<file path="src/rtl/csb_queue.sv">
module csb_queue #(
    parameter int WIDTH = 64,
    parameter int DEPTH = 4
) (
    input  logic             i_clk,
    input  logic             i_rst_n,
    input  logic             i_push,
    input  logic [WIDTH-1:0] i_data,
    output logic             o_ready,
    input  logic             i_pop,
    output logic             o_valid,
    output logic [WIDTH-1:0] o_data
);

    localparam int PW = $clog2(DEPTH);
    localparam int CW = $clog2(DEPTH + 1);

    logic [WIDTH-1:0] r_mem [DEPTH];
    logic [PW-1:0]    r_wr;
    logic [PW-1:0]    r_rd;
    logic [CW-1:0]    r_cnt;
    logic [PW-1:0]    n_wr;
    logic [PW-1:0]    n_rd;
    logic [CW-1:0]    n_cnt;

    always_comb begin
        n_wr  = r_wr;
        n_rd  = r_rd;
        n_cnt = r_cnt;
        if (i_push) begin
            n_wr = (r_wr == PW'(DEPTH - 1)) ? '0 : r_wr + PW'(1);
        end
        if (i_pop) begin
            n_rd = (r_rd == PW'(DEPTH - 1)) ? '0 : r_rd + PW'(1);
        end
        if (i_push && !i_pop) begin
            n_cnt = r_cnt + CW'(1);
        end else if (!i_push && i_pop) begin
            n_cnt = r_cnt - CW'(1);
        end
    end

    always_ff @(posedge i_clk) begin
        if (!i_rst_n) begin
            r_wr  <= '0;
            r_rd  <= '0;
            r_cnt <= '0;
        end else begin
            r_wr  <= n_wr;
            r_rd  <= n_rd;
            r_cnt <= n_cnt;
        end
    end

    always_ff @(posedge i_clk) begin
        if (i_push) begin
            r_mem[r_wr] <= i_data;
        end
    end

    assign o_ready = (r_cnt != CW'(DEPTH));
    assign o_valid = (r_cnt != '0);
    assign o_data  = r_mem[r_rd];

endmodule

</file>
<file path="config.mk">
export PLATFORM = sky130hd
export DESIGN_NAME = csb_queue
export DESIGN_NICKNAME = d
export VERILOG_FILES = /design/src/rtl/csb_queue.sv
export SDC_FILE = /design/constraint.sdc
export NUM_CORES = 1
export LEC_CHECK = 0
export ABC_AREA = 1
export BUFFER_PORTS_ARGS = -buffer_cell sky130_fd_sc_hd__buf_2
export CAP_MARGIN = 10
export CORE_AREA = 2 2 148 150
export CTS_BUF_LIST = sky130_fd_sc_hd__clkbuf_16
export CTS_CLUSTER_DIAMETER = 100
export DETAILED_ROUTE_END_ITERATION = 10
export DIE_AREA = 0 0 150 152
export GPL_TIMING_DRIVEN = 0
export PLACE_DENSITY = 0.67
export REMOVE_ABC_BUFFERS = 1
export SYNTH_ARGS = -nofsm -noshare
export SYNTH_HDL_FRONTEND = slang
export SYNTH_SLANG_ARGS = --single-unit
</file>
<file path="constraint.sdc">
create_clock -name i_clk -period 3.3 [get_ports i_clk]
set_input_delay 0.495 -clock i_clk [delete_from_list [all_inputs] [get_ports i_clk]]
set_output_delay 0.495 -clock i_clk [all_outputs]
set_load 0.005 [all_outputs]
</file>
# Yosys cells after proc, flatten, opt, wreduce, memory -nomap -nowiden
# Memories as Yosys holds them, arrays and structs flattened. A register that Yosys moved wholly into a read port is not among the register bits.
# Index checks and enable logic that the tools add are counted.
[totals]
reg_bits = 7
latchBits = 0
mem_bits_rw = 256
mem_bits_ro = 0
output_inout_bits = 66
memories = 1
[memory_table]
columns = ["name", "words", "word_bits", "read_ports", "rd_clocked_by_memory_dff", "write_ports", "line", "source"]
rows = [
  ["r_mem", 4, 64, 1, 1, 1, "18", "logic [WIDTH-1:0] r_mem [DEPTH];"],
]
[classes]
addsub = 4
multipliers = 0
n_div = 0
n_lt_le_gt_ge = 0
n_eq_ne = 3
shifts = 0
n_mux = 8
n_bitwise = 0
reduce_logical = 6
[ops]
columns = ["op", "count"]
rows = [
  ["2-to-1 mux 2 bit", 4],
  ["2-to-1 mux 3 bit", 2],
  ["adder 2 x 1 -> 2 bit (second input constant)", 2],
  ["== test 2 bit (second input constant)", 2],
  ["adder 3 x 1 -> 3 bit (second input constant)", 1],
  ["inequality test 3 bit (second input constant)", 1],
  ["nonzero test 3 bit", 1],
  ["subtractor 3 x 1 -> 3 bit (second input constant)", 1],
  ["logical AND 1 bit", 2],
  ["logical NOT 1 bit", 2],
  ["2-to-1 mux 1 bit", 2],
  ["nonzero test 2 bit", 1],
]

# Depth between registers and ports, before layout
# Gate-level depths: netlist of the first run.
[depth]
ltp_word = 4
depth_mapped = 10
ltp_nobuf = 10

# Worst setup path before layout of the first run
# No wires, ideal clock.
[synth_timing]
path_type = "reg-to-reg"
from = "reg r_wr[0]"
to = "mem r_mem[3][0] (enable)"
arrival_time_ps = 1834
required_ps = 2882
setup_slack_ps = 1048
path_stages_with_launch = 4
n_path_buf = 0
synth_period_minus_slack_ps = 2252
cell_sequence = "dfxtp_1 -> ha_1 -> nand2_1 -> inv_1"
[synth_rtl]
columns = ["element", "line", "source"]
rows = [
  ["from (decl)", "19", "logic [PW-1:0] r_wr;"],
  ["from (signal assigned)", "49", "r_wr <= n_wr;"],
  ["to (decl)", "18", ""],
]
# No word-level cell before the write port.

==> impl_metrics.yaml, run 1 <==
status:
  status: "completed"
yosys:
  syn-instance-count: 679
  ys_seq_elements: 265
  synthDistinctLibCells: 21
  synth_top_cell_by_area: "edfxtp_1"
  synthTopCellsByArea: "edfxtp_1 (77%), nor2_1 (5.0%), o22ai_1 (4.0%)"
  syn_area_um2: 9962
  syn_area_per_cell_um2: 14.67
  synth-seq-area-share_pct: 78.98
  yosys.area.top_type_share_pct: 77.17
  synth_warnings: 0
layout:
  final_util_pct: 54.91
  drive_gt1_share_pct: 22.56
  design.final.nets: 884
  area_growth_pct: 17.67
  fin_area_um2: 11720
  insertedDiodeCount: 0
setup_path:
  start_kind: "register"
  worstSetupPathType: "register to output port"
  worstSetupEndpointType: "output port"
  worstPathCellList: "buf_12 > clkinv_2 > buf_12 > o21ai_1 > o22ai_1 > buf_2"
  cp_slowest_cell: "dfxtp_4"
  crit_fanout: 35
  crit_top_cell: "buf_12"
  critPathBufInv: 4
  worstPathRequired_ns: 2.80
  critPathTopFamily: "buffers and inverters"
  r2r_cells: 5
  crit_arrival_ns: 2.55
  cp.depth: 6
  crit_path_max_incr_delay_ns: 0.60
pwr:
  p_sw_uw: 1628
  p_leak_uw: 0.004139
  powerDensity_nw_per_um2: 621.1
  seqPwrFrac_pct: 53.5
  clkPwrFrac_pct: 37.5
  comb_power_share_pct: 9.0
  internal_power_uw: 5653
  p_sw_share_pct: 22.35
  vdd_drop_max_mv: 0.4289
sta:
  setup-violations-final: 0
  maxClockFrequency_mhz: 328.0
  fin_setup_tns_ns: 0
  max_slew_margin_pct: 40.74
  worst_slew_pin_slew_ns: 0.8889
  finClkSkew_ns: 0.01053
  hold_viol_final: 0
  rsz0062_at_grt: "false"
  min_period_ns: 3.049
  maxSlewViolCount: 0
  fin_crit_sh_pct: 92.39
run:
  maxCapViolations: 0
place:
  hpwlAfterDp_mm: 10.40
  portBuffers: 133
  gpl.final_weighted_congestion: 0.7111
  place_area_um2: 10890
routing:
  drc_errors: 0
  vias_per_cell: 5.309
  drtPass1Iterations: 4
  via_count: 5888
  ant_nets: 0
  drt_wl_total_mm: 19.43
  drt_iter0_drc: 306
  wl_per_cell_um: 17.52
grt:
  antenna_found_initial: 1
  grt_max_degree: 80
  grt_use_total_pct: 16.45
  grt_overflow: 0
  grt_pass1_vias: 5751
  grt_pass1_wl_mm: 29.46
worst_hold_path:
  hold_path.class: "input pin to register"
  hold_depth: 1
die:
  core_area_um2: 21350
  die_y_um: 152
  rows: 54
  die_width_um: 150
  initial_core_util_pct: 46.66
  io_pins: 134
  dieArea_um2: 22800
clocking:
  clockRootBuffer: "clkbuf_16"
  cts_tree: "built"
  cts_buffer_depth: 3
  postCtsHoldBufs: 0
  cts.clk_slew.worst_paths_ns: 0.06
  clock_sinks: 265
  numCtsBuffers: 27
  clk_latency_ns: 0.52
  h-tree-depth: 1
## logic make-up after synthesis
kind of cell    after synthesis  share of synthesized area (%)
buf+inv                      59                          3.542
compound gates              201                          10.90
flops                       265                          78.98
simple gates                147                          5.627
fa+ha+maj                     7                         0.9545
## metrics by stage
stage / power [uW] / hold slack [ns] / setup WS [ns] / std cells
after global routing: 7560 / 0.1700 / 0.03977 / 1109
after detailed placement: 4622 / 0.5247 / 0.4848 / 1059
after CTS: 7356 / 0.1647 / 0.1542 / 1108
after global placement: 4603 / 0.5115 / -3.288 / 1051
after floorplan: 4280 / 0.4830 / -0.7125 / 638
final: 7281 / 0.1885 / 0.2511 / 1109
## registers in the layout (all words and copies together), names as in the netlist, named ones only
register / cells
r_cnt: 3
r_mem: 256
r_rd: 2
r_wr: 2
## final cells by class
| cell class | instances | area, um^2 |
|---|---|---|
| repair buffers | 142 | 868.3 |
| flip-flops and latches | 265 | 7875 |
| clock buffers | 27 | 675.6 |
| clock inverters | 22 | 130.1 |
| inverters | 18 | 81.33 |
| well taps | 280 | 350.3 |
| multi-input cells | 355 | 1742 |
| fillers | 1761 | 9628 |
## path summary, 6_finish.rpt
check             slack, ns            to       start
setup / recovery       0.25    o_data[53]    register
hold reg to reg        0.53       r_wr[1]     r_wr[1]
hold / removal         0.19  r_mem[1][33]  i_data[33]
setup reg to reg       1.60  r_mem[0][29]     r_wr[0]
## placed cells by master, fill, tap and decap left out
| master | Yosys | layout |
|---|---|---|
| a21oi_1 | 5 | 5 |
| buf_12 | 0 | 6 |
| buf_16 | 0 | 3 |
| buf_2 | 7 | 133 |
| bufinv_16 | 0 | 1 |
| clkbuf_16 | 0 | 27 |
| clkinv_1 | 1 | 8 |
| clkinv_2 | 0 | 7 |
| clkinv_4 | 0 | 1 |
| clkinvlp_4 | 0 | 1 |
| dfxtp_1 | 9 | 7 |
| dfxtp_4 | 0 | 2 |
| edfxtp_1 | 256 | 256 |
| fa_1 | 1 | 1 |
| ha_1 | 6 | 6 |
| inv_1 | 16 | 16 |
| inv_4 | 1 | 5 |
| inv_6 | 0 | 1 |
| nand2_1 | 8 | 8 |
| nand3_1 | 3 | 3 |
| nand4_1 | 1 | 1 |
| nor2_1 | 133 | 133 |
| nor3_1 | 2 | 2 |
| o21ai_0 | 76 | 76 |
| o21ai_1 | 56 | 56 |
| o22ai_1 | 64 | 64 |
## cell usage after synthesis
cell and instances:
a21oi_1 5, buf_2 7, buf_4 3, buf_6 14, clkbuf_1 14, clkbuf_2 3, clkinv_1 1, dfxtp_1 9
edfxtp_1 256, fa_1 1, ha_1 6, inv_1 16, inv_4 1, nand2_1 8, nand3_1 3, nand4_1 1
nor2_1 133, nor3_1 2, o21ai_0 76, o21ai_1 56, o22ai_1 64
## timing repair
| item | in CTS | in global routing |
|---|---|---|
| setup buffers | 0 | 1 |
| resized for setup | 1 | 0 |
| setup endpoints to repair | 24 | 6 |
## layer usage
layer / wire length [um] / up-vias / GRT usage [%]
li1: - / 2815 / -
met1: 8281 / 2868 / 21.30
met2: 9380 / 181 / 27.79
met3: 1491 / 22 / 4.535
met4: 265 / 2 / 3.684
met5: 13 / - / 0
## power groups by stage
stage | clock network (uW) | logic, uW | registers (uW)
6_report | 2730 | 653 | 3900
5_1_grt | 2920 | 731 | 3910
4_1_cts | 2800 | 651 | 3900
3_5_place_dp | 0 | 648 | 3970
3_3_place_gp | 0 | 592 | 4010
2_1_floorplan | 0 | 305 | 3980
No activity file was read; power rests on OpenSTA's default activity.
==> run 2, diff against run 1 <==
--- a/config.mk
+++ b/config.mk
@@ -14,7 +14,7 @@
 export DETAILED_ROUTE_END_ITERATION = 10
 export DIE_AREA = 0 0 150 152
 export GPL_TIMING_DRIVEN = 0
-export PLACE_DENSITY = 0.67
+export PLACE_DENSITY = 0.75
 export REMOVE_ABC_BUFFERS = 1
 export SYNTH_ARGS = -nofsm -noshare
 export SYNTH_HDL_FRONTEND = slang
==> impl_metrics.yaml, run 2 (synthesis results as in run 1) <==
die:
  rows: 54
  die_width_um: 150
  initial_core_util_pct: 46.66
  die_y_um: 152
  io_pins: 134
  dieArea_um2: 22800
  core_area_um2: 21350
pwr:
  vdd_drop_max_mv: 0.5509
  powerDensity_nw_per_um2: 635.5
  p_leak_uw: 0.004175
routing:
  vias_per_cell: 5.316
  drc_errors: 0
  drt_wl_total_mm: 19.41
  via_count: 5885
  drt_iter0_drc: 282
  drtPass1Iterations: 6
  ant_nets: 0
  wl_per_cell_um: 17.53
place:
  gpl.final_weighted_congestion: 0.7339
  portBuffers: 133
  post-place-ws_ns: 0.5531
  place_area_um2: 10900
  hpwlAfterDp_mm: 10.60
  place_inst: 1059
clocking:
  h-tree-depth: 1
  clock_sinks: 265
  clockRootBuffer: "clkbuf_16"
  clk_latency_ns: 0.52
  cts_tree: "built"
  cts.clk_slew.worst_paths_ns: 0.06
  numCtsBuffers: 26
  cts_buffer_depth: 3
  post_cts.repair.setup_buffers: 0
sta:
  maxClockFrequency_mhz: 331.6
  maxSlewViolCount: 0
  finalWorstSetupSlack_ns: 0.2843
  finClkSkew_ns: 0.008451
  max_slew_margin_pct: 50.04
  fin_crit_sh_pct: 91.38
  worst_slew_pin_slew_ns: 0.7494
  fin_hold_ws_ns: 0.1826
  rsz0062_at_grt: "false"
  hold_viol_final: 0
  setup-violations-final: 0
  min_period_ns: 3.016
layout:
  insertedDiodeCount: 0
  final_common_cell: "edfxtp_1"
  biggestRegsByFlops: "r_mem: 256 flops, r_cnt: 3 flops"
  largest_reg_flops: 256
  drive_gt1_share_pct: 22.13
  fin_area_um2: 11770
  mostFrequentLayoutCells: "edfxtp_1 (256), nor2_1 (133), buf_2 (133), o21ai_0 (76), o22ai_1 (64)"
  area_growth_pct: 18.14
  fill_cells: 1731
  design.final.nets: 882
  fin_cells: 1107
  regMostFlops: "r_mem"
setup_path:
  r2r_cells: 5
  worstPathRequired_ns: 2.80
  r2r_slack_ns: 1.59
  cp.depth: 5
  crit_fanout: 68
  start_kind: "register"
  worstPathCellList: "inv_4 > buf_16 > o21ai_0 > o22ai_1 > buf_2"
  timing.rr.end: "r_mem[0][15]"
  crit_arrival_ns: 2.52
  critPathBufInv: 3
  crit_path_max_incr_delay_ns: 0.78
  critPathTopFamily: "buffers and inverters"
  cp_slowest_cell: "dfxtp_4"
  worstSetupPathType: "register to output port"
  rr_startpoint: "r_wr[0]"
  worstSetupEndpointType: "output port"
grt:
  grt_pass1_vias: 5708
  grt_pass1_wl_mm: 30.04
  grt_max_degree: 69
  antenna_found_initial: 0
  grt_overflow: 0
  grt_use_total_pct: 16.75
worst_hold_path:
  hold_path.class: "input pin to register"
  hold_start: "i_data[45]"
  hold_depth: 1
  whs_endpoint: "r_mem[1][45]"
status:
  status: "completed"
run:
  maxCapViolations: 0
-- run 2: cell types whose count changed in the layout (fill, tap and decap cells not counted), moves of 2 or more --
cell	delta
clkinv_1	-2
buf_12	-2
clkinv_2	-4
inv_1	+4
bufinv_16	+3
-- run 2: worst max path at each step --
stage | startpoint | end | slack (ns)
floorplan | register | o_data[44] | -0.71
global placement | register | o_data[45] | -3.10
detailed placement | register | o_data[53] | 0.55
CTS | register | o_data[46] | 0.22
global route | register | o_data[18] | 0.07
finish | register | o_data[46] | 0.28
-- run 2: power breakdown --
part	switching (uW)	leakage (uW)	internal [uW]
registers	63.3	0.00243	3840
clock network	1160	0.000453	1780
logic	390	0.00129	247
-- run 2: routing by layer --
| layer | up-vias | global-route usage (%) | routed length [um] |
|---|---|---|---|
| met5 | - | 0 | 0 |
| met4 | 0 | 4.492 | 330 |
| met3 | 31 | 4.354 | 1383 |
| met2 | 164 | 28.38 | 9591 |
| met1 | 2884 | 21.46 | 8100 |
| li1 | 2806 | - | - |
-- run 2: per-stage QoR --
| stage | setup TNS [ns] | power (uW) | utilization, % |
|---|---|---|---|
| final | 0 | 7479 | 55.12 |
| after global routing | 0 | 7756 | 55.12 |
| after CTS | 0 | 7550 | 55.12 |
| after detailed placement | 0 | 4622 | 51.06 |
| after global placement | -202.47 | 4593 | 50.09 |
| after floorplan | -42.97 | 4280 | - |
-- run 2: what timing repair did --
item / in CTS / in global routing
setup endpoints to repair: 21 / 0
resized for setup: 1 / 0
hold buffers: 0 / 0
-- run 2: worst register-to-register path, delay by kind of cell, from the launching register on --
family / cells / cell delay, ns
flops: 1 / 0.35
simple gates: 1 / 0.08
buf+inv: 3 / 0.81
fa+ha+maj: 1 / 0.14
-- run 2: layout make-up --
cell class	count	area [um^2]	share of cell area, %
clock buffer	27	675.6	5.741
clock inverter	21	187.7	1.595
inverter	18	85.08	0.7229
multi-input combinational	355	1742	14.80
sequential	265	7873	66.89
tap	280	350.3	2.977
timing repair buffer	141	855.8	7.272
==> run 3, diff against run 2 <==
==> config.mk (replaced) <==
export PLATFORM = sky130hd
export DESIGN_NAME = csb_queue
export DESIGN_NICKNAME = d
export VERILOG_FILES = /design/src/rtl/csb_queue.sv
export SDC_FILE = /design/constraint.sdc
export NUM_CORES = 1
export LEC_CHECK = 0
export BUFFER_PORTS_ARGS = -buffer_cell sky130_fd_sc_hd__buf_2
export CAP_MARGIN = 10
export CORE_AREA = 5 5 149 151
export CTS_BUF_LIST = sky130_fd_sc_hd__clkbuf_16
export CTS_CLUSTER_DIAMETER = 100
export DETAILED_ROUTE_END_ITERATION = 10
export DIE_AREA = 0 0 154 156
export GPL_TIMING_DRIVEN = 0
export PLACE_DENSITY = 0.76
export REMOVE_ABC_BUFFERS = 1
export SYNTH_ARGS = -nofsm -noshare
export SYNTH_HDL_FRONTEND = slang
export SYNTH_SLANG_ARGS = --single-unit
==> impl_metrics.yaml, run 3 <==
yosys:
  synth_top_cell_by_area: "edfxtp_1"
  ys_top_cells_by_count: "edfxtp_1 (256), mux4_2 (60), dfxtp_1 (9)"
  syn_area_um2: 9769
  ys_seq_elements: 265
  syn-instance-count: 379
  synthTopCellsByArea: "edfxtp_1 (79%), mux4_2 (14%), dfxtp_1 (1.8%)"
  synth_top_flop_cell: "edfxtp_1"
  yosys.area.top_type_share_pct: 78.69
  async_reset_ff_share_pct: 0
  synth-seq-area-share_pct: 80.53
  synthDistinctLibCells: 23
  synth_warnings: 0
  synth_edf_count: 256
  syn_area_per_cell_um2: 25.78
  synth.most_common_cell: "edfxtp_1"
pwr:
  powerDensity_nw_per_um2: 673.7
  vdd_drop_max_mv: 0.4911
  power_uw: 7967
  p_leak_uw: 0.004023
routing:
  drc_errors: 0
  via_count: 4335
  wl_per_cell_um: 20.82
  drt_iter0_drc: 244
  vias_per_cell: 5.229
  ant_nets: 0
  drt_wl_total_mm: 17.26
  drtPass1Iterations: 4
layout:
  fin_cells: 829
  final_common_cell: "edfxtp_1"
  final_util_pct: 57.15
  fill_cells: 1518
  largest_reg_flops: 256
  drive_gt1_share_pct: 44.77
  biggestRegsByFlops: "r_mem: 256 flops, r_cnt: 3 flops"
  design.final.nets: 609
  area_growth_pct: 21.04
  insertedDiodeCount: 0
  regMostFlops: "r_mem"
  mostFrequentLayoutCells: "edfxtp_1 (256), buf_2 (133), mux4_2 (60), clkbuf_16 (27), bufinv_16 (10)"
die:
  io_pins: 134
  rows: 53
  die_y_um: 156
  core_area_um2: 20690
  dieArea_um2: 24020
  initial_core_util_pct: 47.22
  die_width_um: 154
sta:
  rsz0062_at_grt: "false"
  min_period_ns: 2.493
  setup-violations-final: 0
  finClkSkew_ns: 0.01176
  fin_hold_ws_ns: 0.1863
  hold_viol_final: 0
  worst_slew_pin_slew_ns: 0.5425
  max_slew_margin_pct: 63.84
  maxSlewViolCount: 0
  maxClockFrequency_mhz: 401.1
  fin_crit_sh_pct: 75.56
  finalWorstSetupSlack_ns: 0.8066
clocking:
  cts-resized-gates: 0
  post_cts.repair.setup_buffers: 0
  cts_buffer_depth: 3
  clk_latency_ns: 0.52
  cts.clk_slew.worst_paths_ns: 0.06
  clock_sinks: 265
  cts_tree: "built"
  postCtsHoldBufs: 0
  h-tree-depth: 1
  numCtsBuffers: 27
  clockRootBuffer: "clkbuf_16"
place:
  hpwlAfterDp_mm: 10.76
  place_inst: 780
  portBuffers: 133
  post-place-ws_ns: 1.258
  gpl.final_weighted_congestion: 0.7423
grt:
  antenna_found_initial: 0
  grt_overflow: 0
  grt_max_degree: 35
  grt_pass1_vias: 4776
  grt_pass1_wl_mm: 27.22
  grt_use_total_pct: 14.44
status:
  status: "completed"
setup_path:
  crit_path_max_incr_delay_ns: 0.66
  crit_fanout: 34
  worstPathRequired_ns: 2.80
  critPathBufInv: 2
  critPathTopFamily: "flip-flops"
  worstSetupPathType: "register to output port"
  start_kind: "register"
  cp_slowest_cell: "dfxtp_4"
  worstSetupEndpointType: "output port"
  crit_arrival_ns: 2.00
  worstPathCellList: "buf_12 > mux4_2 > buf_2"
worst_hold_path:
  hold_path.class: "input pin to register"
run:
  maxCapViolations: 0
run 3: changes by cell type after synthesis, sizes merged, moves of 2 or more:
cell,before,now
nor2,133,2
o21ai,132,1
mux4,0,64
o22ai,64,0
clkbuf,17,1
inv,17,4
buf,24,13
nand2,8,1
a21oi,5,0
and2,0,5
nor2b,0,5
mux2i,0,4
nand3,3,0
or3,0,2
run 3: power by group:
group	leakage [uW]	internal, uW	switching, uW
logic	0.00109	295	284
registers	0.00243	3850	54.5
clock network	0.000502	2270	1210
run 3: worst paths after layout:
path                            slack (ns)       start      endpoint  cells past startpoint
worst min-delay path                  0.19  i_data[36]  r_mem[0][36]                      1
worst max-delay path                  0.81    register     o_data[6]                      3
worst max register to register        1.54     r_wr[0]  r_mem[3][44]                      3
worst min register to register        0.53    r_cnt[2]      r_cnt[2]                      2
run 3: layout make-up:
class	instances	area [um^2]	share of cell area, %
clock buffer	27	675.6	5.714
clock inverter	22	364.1	3.079
inverter	4	15.01	0.1270
multi-input combinational	96	1730	14.63
sequential	265	7875	66.60
tap	275	344.1	2.910
timing repair buffer	140	820.8	6.941
run 3: cells by family (layout without fill, tap and decap cells):
family / count (synthesis) / after routing / share of synthesized area [%]
AOI/OAI and AO/OA: 3 / 3 / 0.2049
adders and majority gates: 7 / 7 / 0.9733
buffers and inverters: 18 / 193 / 1.857
xor gates and xnor gates: 2 / 2 / 0.1793
and+or+nand+nor: 16 / 16 / 0.9349
DFF: 265 / 265 / 80.53
muxes: 68 / 68 / 15.32
run 3: metal layers:
layer	up-vias	wire, um	global-route usage [%]
met4	0	306	3.532
met5	-	0	0
met1	2244	6967	18.57
met2	128	8927	25.17
li1	1934	-	-
met3	29	1054	3.412
run 3: worst reg2reg max path: stages (launching register included):
cell,delay (ns)
dfxtp_1,0.41
ha_1,0.21
and2_4,0.49
buf_12,0.30
run 3: through the flow:
stage	area (um^2)	TNS [ns]
after global placement	10610	-217.70
final	11830	0
after floorplan	9603	-34.44
after global routing	11830	0
after CTS	11830	0
after detailed placement	10790	0
